[src/rtl/edm_pkg.sv]
// shared widths, operation codes, configuration register indexes and divider request/response types
package edm_pkg;

  localparam int MAX_DIM   = 64;
  localparam int DIM_AW    = 6;
  localparam int DIM_CW    = 7;
  localparam int FRAC_BITS = 16;
  localparam int DATA_W    = 32;
  localparam int M2_W      = 48;
  localparam int DIV_W     = 64 + FRAC_BITS;
  localparam int DIV_SW    = 7;
  localparam int LOG_W     = 21;
  localparam int SUM_W     = 50;
  localparam int CAP_W     = 41;
  localparam int IN_W      = 72;
  localparam int OUT_W     = 200;

  // operation codes carried on in_tuser
  localparam logic [1:0] OP_SAMPLE = 2'd0;
  localparam logic [1:0] OP_LOAD   = 2'd1;
  localparam logic [1:0] OP_QUERY  = 2'd2;
  localparam logic [1:0] OP_CLEAR  = 2'd3;

  // configuration register indexes
  localparam logic CFG_DIM = 1'b0;
  localparam logic CFG_KL  = 1'b1;

  typedef struct packed {
    logic              start;
    logic [DIV_SW-1:0] steps;
    logic [DIV_W-1:0]  dividend;
    logic [DATA_W-1:0] divisor;
  } div_req_t;

  typedef struct packed {
    logic             done;
    logic [DIV_W-1:0] quo;
  } div_rsp_t;

endpackage

[src/rtl/edm_div.sv]
// shift-subtract unsigned divider, one quotient bit per cycle
module edm_div (
  input  logic              clk,
  input  logic              rst_n,
  input  edm_pkg::div_req_t req,
  output edm_pkg::div_rsp_t rsp
);
  import edm_pkg::*;

  logic              busy_r;
  logic              done_r;
  logic [DIV_SW-1:0] cnt_r;
  logic [DATA_W-1:0] rem_r;
  logic [DATA_W-1:0] dvs_r;
  logic [DIV_W-1:0]  quo_r;
  logic [DATA_W:0]   trial;
  logic [DATA_W:0]   diff;
  logic              ge;

  // trial subtract of the next dividend bit
  assign trial = {rem_r, quo_r[DIV_W-1]};
  assign diff  = trial - {1'b0, dvs_r};
  assign ge    = trial >= {1'b0, dvs_r};

  // control
  always_ff @(posedge clk) begin
    if (!rst_n) begin
      busy_r <= 1'b0;
      done_r <= 1'b0;
      cnt_r  <= '0;
    end else if (req.start) begin
      busy_r <= 1'b1;
      done_r <= 1'b0;
      cnt_r  <= req.steps;
    end else if (busy_r) begin
      cnt_r <= cnt_r - DIV_SW'(1);
      if (cnt_r == DIV_SW'(1)) begin
        busy_r <= 1'b0;
        done_r <= 1'b1;
      end
    end else begin
      done_r <= 1'b0;
    end
  end

  // datapath, dividend comes in left aligned
  always_ff @(posedge clk) begin
    if (req.start) begin
      rem_r <= '0;
      quo_r <= req.dividend;
      dvs_r <= req.divisor;
    end else if (busy_r) begin
      rem_r <= ge ? diff[DATA_W-1:0] : trial[DATA_W-1:0];
      quo_r <= {quo_r[DIV_W-2:0], ge};
    end
  end

  assign rsp.done = done_r;
  assign rsp.quo  = quo_r;

endmodule

[config.mk]
export PLATFORM = sky130hd
export DESIGN_NAME = edm_div
export DESIGN_NICKNAME = d
export VERILOG_FILES = /design/src/rtl/edm_pkg.sv /design/src/rtl/edm_div.sv
export SDC_FILE = /design/constraint.sdc
export NUM_CORES = 1
export LEC_CHECK = 0
export ABC_AREA = 0
export BUFFER_PORTS_ARGS = -buffer_cell sky130_fd_sc_hd__buf_2
export CORE_ASPECT_RATIO = 2
export CORE_MARGIN = 1
export CORE_UTILIZATION = 40
export CTS_CLUSTER_DIAMETER = 80
export DETAILED_ROUTE_END_ITERATION = 8
export GPL_TIMING_DRIVEN = 0
export PLACE_DENSITY = 0.65
export SLEW_MARGIN = 10
export SYNTH_ARGS = -nofsm -noshare
export SYNTH_HDL_FRONTEND = slang
export SYNTH_SLANG_ARGS = --single-unit
[constraint.sdc]
create_clock -name clk -period 2.9 [get_ports clk]
set_input_delay 0.145 -clock clk [delete_from_list [all_inputs] [get_ports clk]]
set_output_delay 0.145 -clock clk [all_outputs]
set_load 0.03 [all_outputs]
==> flow_summary.yaml <==
die:
  initial_core_util_pct: 40.6
  placementRows: 73
  die_height_um: 203
  fp.dieArea_um2: 20700
  die_width_um: 102
  ios: 203
  core_area_um2: 19800
yosys:
  netlist_area_um2: 8050
  synth_area_per_cell_um2: 11.5
  ys_async_sr_fraction_pct: 0
  synth.yosys.warnings: 0
  count_of_different_cell_masters_after_synthesis: 64
  synth_seq_area_share_pct: 52.0
  edff_count_synth: 112
  ys_ff_latch: 153
  ys.flop_type: "edfxtp_1"
  synth_cells: 700
  post_synth_net_total: 857
critical_path:
  timing.setup.critical_path_class: "reg2reg"
  cp-end-kind: "flop"
  critical_path_at_ns: 3.07
  worstReg2RegStart: "dvs_r[8]"
  reg2reg_depth: 11
  worstPathMaxFanout: 6
  critPathLaunchType: "flop"
  worst-endpoint-required_ns: 3.18
  reg2reg_setup_slack_ns: 0.11
  startpoint: "dvs_r[8]"
clock_tree:
  total_cts_buffers: 17
  path_clk_slew_ns: 0.06
  cts_buffer_depth: 2
  clkLatencyLatePin_ns: 0.45
  numClockSinks: 153
  tritoncts: "built"
  ctsRootBufferMaster: "clkbuf_16"
  ctsHtreeMaxLevel: 4
sta:
  report.final.slew_viol_count: 0
  final.setup_skew_ns: 0.0196
  slew_headroom_pct: 45.3
  timing.final.setup_violations: 0
  finalCriticalPeriod_ns: 2.79
  final.hold.worst_slack_ns: -0.00230
  max_freq_mhz: 359
  finalWorstSetupSlack_ns: 0.111
  report.final.hold_viol_count: 4
  worst_pin_slew_ns: 0.820
  min_period_over_period_pct: 96.2
global_routing:
  globalRouteOverflowTotal: 0
  grt_first_pass_wirelength_mm: 34.4
  grt_start_max_net_pins: 58
  antenna_found_initial: 0
  grt_pass1_vias: 6991
  gr-usage-all-layers_pct: 22.4
power_and_ir_drop:
  share_of_total_power_consumed_by_net_switching_pct: 29.0
  clockPowerShare_pct: 35.3
  p_leak_uw: 0.00458
  power.sequential.fraction_pct: 42.5
  share_of_power_burned_in_combinational_logic_pct: 22.3
  p_per_area_nw_per_um2: 574
  power.internal_uw: 4490
  max-vdd-ir-drop_mv: 0.443
  total_switching_power_uw: 1830
place:
  dpl_worst_slack_ns: -0.275
  hpwl_mm: 16.4
  port_bufs: 202
  place_congestion: 0.932
  place.detailed.instances: 1165
drt:
  drc_violations_left: 0
  met1_length_mm: 7.78
  wire_per_inst_um: 17.6
  wl_met2_mm: 12.8
  routed.top_layer: "met4"
  initialDrtViolationCount: 317
  met3_wirelength_um: 949
  totalWireLength_mm: 22.5
  drtPass1Iterations: 4
  routed_antenna_nets: 0
  drt-vias-per-instance: 5.15
  routed-via-count: 6581
worst_hold_path:
  worst_hold_startpoint: "req[33]"
  holdPathStages: 2
  worst_hold_path_type: "in2reg"
cells_and_area:
  post_route_cells_drive_above_1_share_pct: 35.4
  final-instance-count-excl-fill: 1279
  regArea_um2: 4180
  fillerInstances: 1740
  multiInputGateArea_um2: 3640
  postLayoutCoreUtil_pct: 55.5
  finalNetCount: 1161
  insertedDiodeCount: 0
  synthToLayoutAreaGrowth_pct: 36.7
flow_run:
  maxCapViolCount: 0
outcome:
  status: "finished with violations"
  violations: "hold timing"
## path summary, 6_finish.rpt
kind,end
max reg2reg,rem_r[13]
max,rem_r[13]
min reg2reg,done_r
min,quo_r[1]
## flip-flops by register name, summed over array words and instances (netlist names)
signal,flops
busy_r,1
rem_r,32
cnt_r,7
done_r,1
dvs_r,32
quo_r,80
## worst max-delay path, stage by stage, from the launching register on
cell and delay [ns]:
edfxtp_1 0.33, inv_1 0.05, ha_2 0.39, nand2_2 0.09, or3_4 0.40, o41a_1 0.41
a31oi_1 0.18, o21bai_4 0.20, buf_12 0.17, buf_12 0.12, mux2i_1 0.19, a211oi_1 0.09
## metrics by stage
stage / cell area [µm²] / total power, µW / setup TNS [ns]
after global placement: 9390 / 3970 / -143.44
after CTS: 10800 / 6310 / -0.0251
after detailed placement: 9420 / 3990 / -14.01
after global routing: 11000 / 6560 / -0.728
after floorplan: 8050 / 3580 / 0
final: 11000 / 6320 / 0
## kinds of logic (layout without fill, tap and decap cells)
| logic type | count (synthesis) | in the layout | synth area share (%) |
|---|---|---|---|
| mux | 101 | 101 | 13.8 |
| flops | 153 | 153 | 52.0 |
| buf+inv | 77 | 394 | 4.24 |
| fa+ha+maj | 35 | 35 | 5.53 |
| simple gates | 147 | 147 | 8.64 |
| xor+xnor | 30 | 30 | 3.26 |
| compound gates | 157 | 157 | 12.5 |
## timing repair
item / in CTS / in global routing
hold endpoints to repair: 76 / 2
hold buffers: 76 / 2
setup endpoints to repair: 19 / 32
gates resized for setup: 6 / 29
setup buffers: 2 / 6
cloned: 0 / 1
pin swaps: 0 / 6
## layout by cell type, fill, tap and decap left out, types with 7 or more instances in the layout
master,count
a211oi_1,8
ha_1,29
nor2_1,41
nand2_1,52
o21a_1,7
dlygate4sd3_1,78
edfxtp_1,112
nand4_1,7
clkbuf_16,18
dfxtp_1,41
inv_1,42
mux2i_1,18
clkbuf_1,21
buf_2,202
buf_4,9
o21ai_0,28
a21oi_1,45
xor2_1,14
mux2_2,82
o21ai_1,12
a21o_1,9
xnor2_1,16
## cell type report
type / count / area share [%]
timing repair buffer: 290 / 17.4
clock buffer: 22 / 4.22
clock inverter: 10 / 1.07
tap: 262 / 2.98
buffer: 28 / 1.66
inverter: 44 / 1.52
sequential: 153 / 38.0
multi-input combinational: 470 / 33.1
## synthesized netlist by cell type (7+ instances only)
master	number	area [µm²]
a211oi_1	10	75.1
a21o_1	9	67.6
a21oi_1	47	235
clkbuf_1	23	86.3
dfxtp_1	41	821
edfxtp_1	112	3360
ha_1	34	425
inv_1	43	161
mux2_2	82	923
mux2i_1	19	190
nand2_1	53	199
nand4_1	7	43.8
nor2_1	41	154
nor3_1	8	40.0
o21a_1	7	52.6
o21ai_0	29	145
o21ai_1	11	55.1
xnor2_1	16	140
xor2_1	14	123
## power by group through the flow
| stage | Sequential [µW] | Clock (µW) | Combinational [µW] |
|---|---|---|---|
| floorplan | 2950 | 0 | 628 |
| global placement | 2730 | 0 | 1240 |
| detailed placement | 2720 | 0 | 1260 |
| CTS | 2680 | 2270 | 1360 |
| global route | 2710 | 2350 | 1510 |
| finish | 2680 | 2230 | 1410 |
## routing by layer
| layer | global-route usage, % | vias to the layer above |
|---|---|---|
| li1 | - | 3186 |
| met1 | 21.0 | 3142 |
| met2 | 42.8 | 194 |
| met3 | 5.20 | 59 |
| met4 | 11.9 | 0 |
| met5 | 0 | - |
No activity file was read; power rests on OpenSTA's default activity.
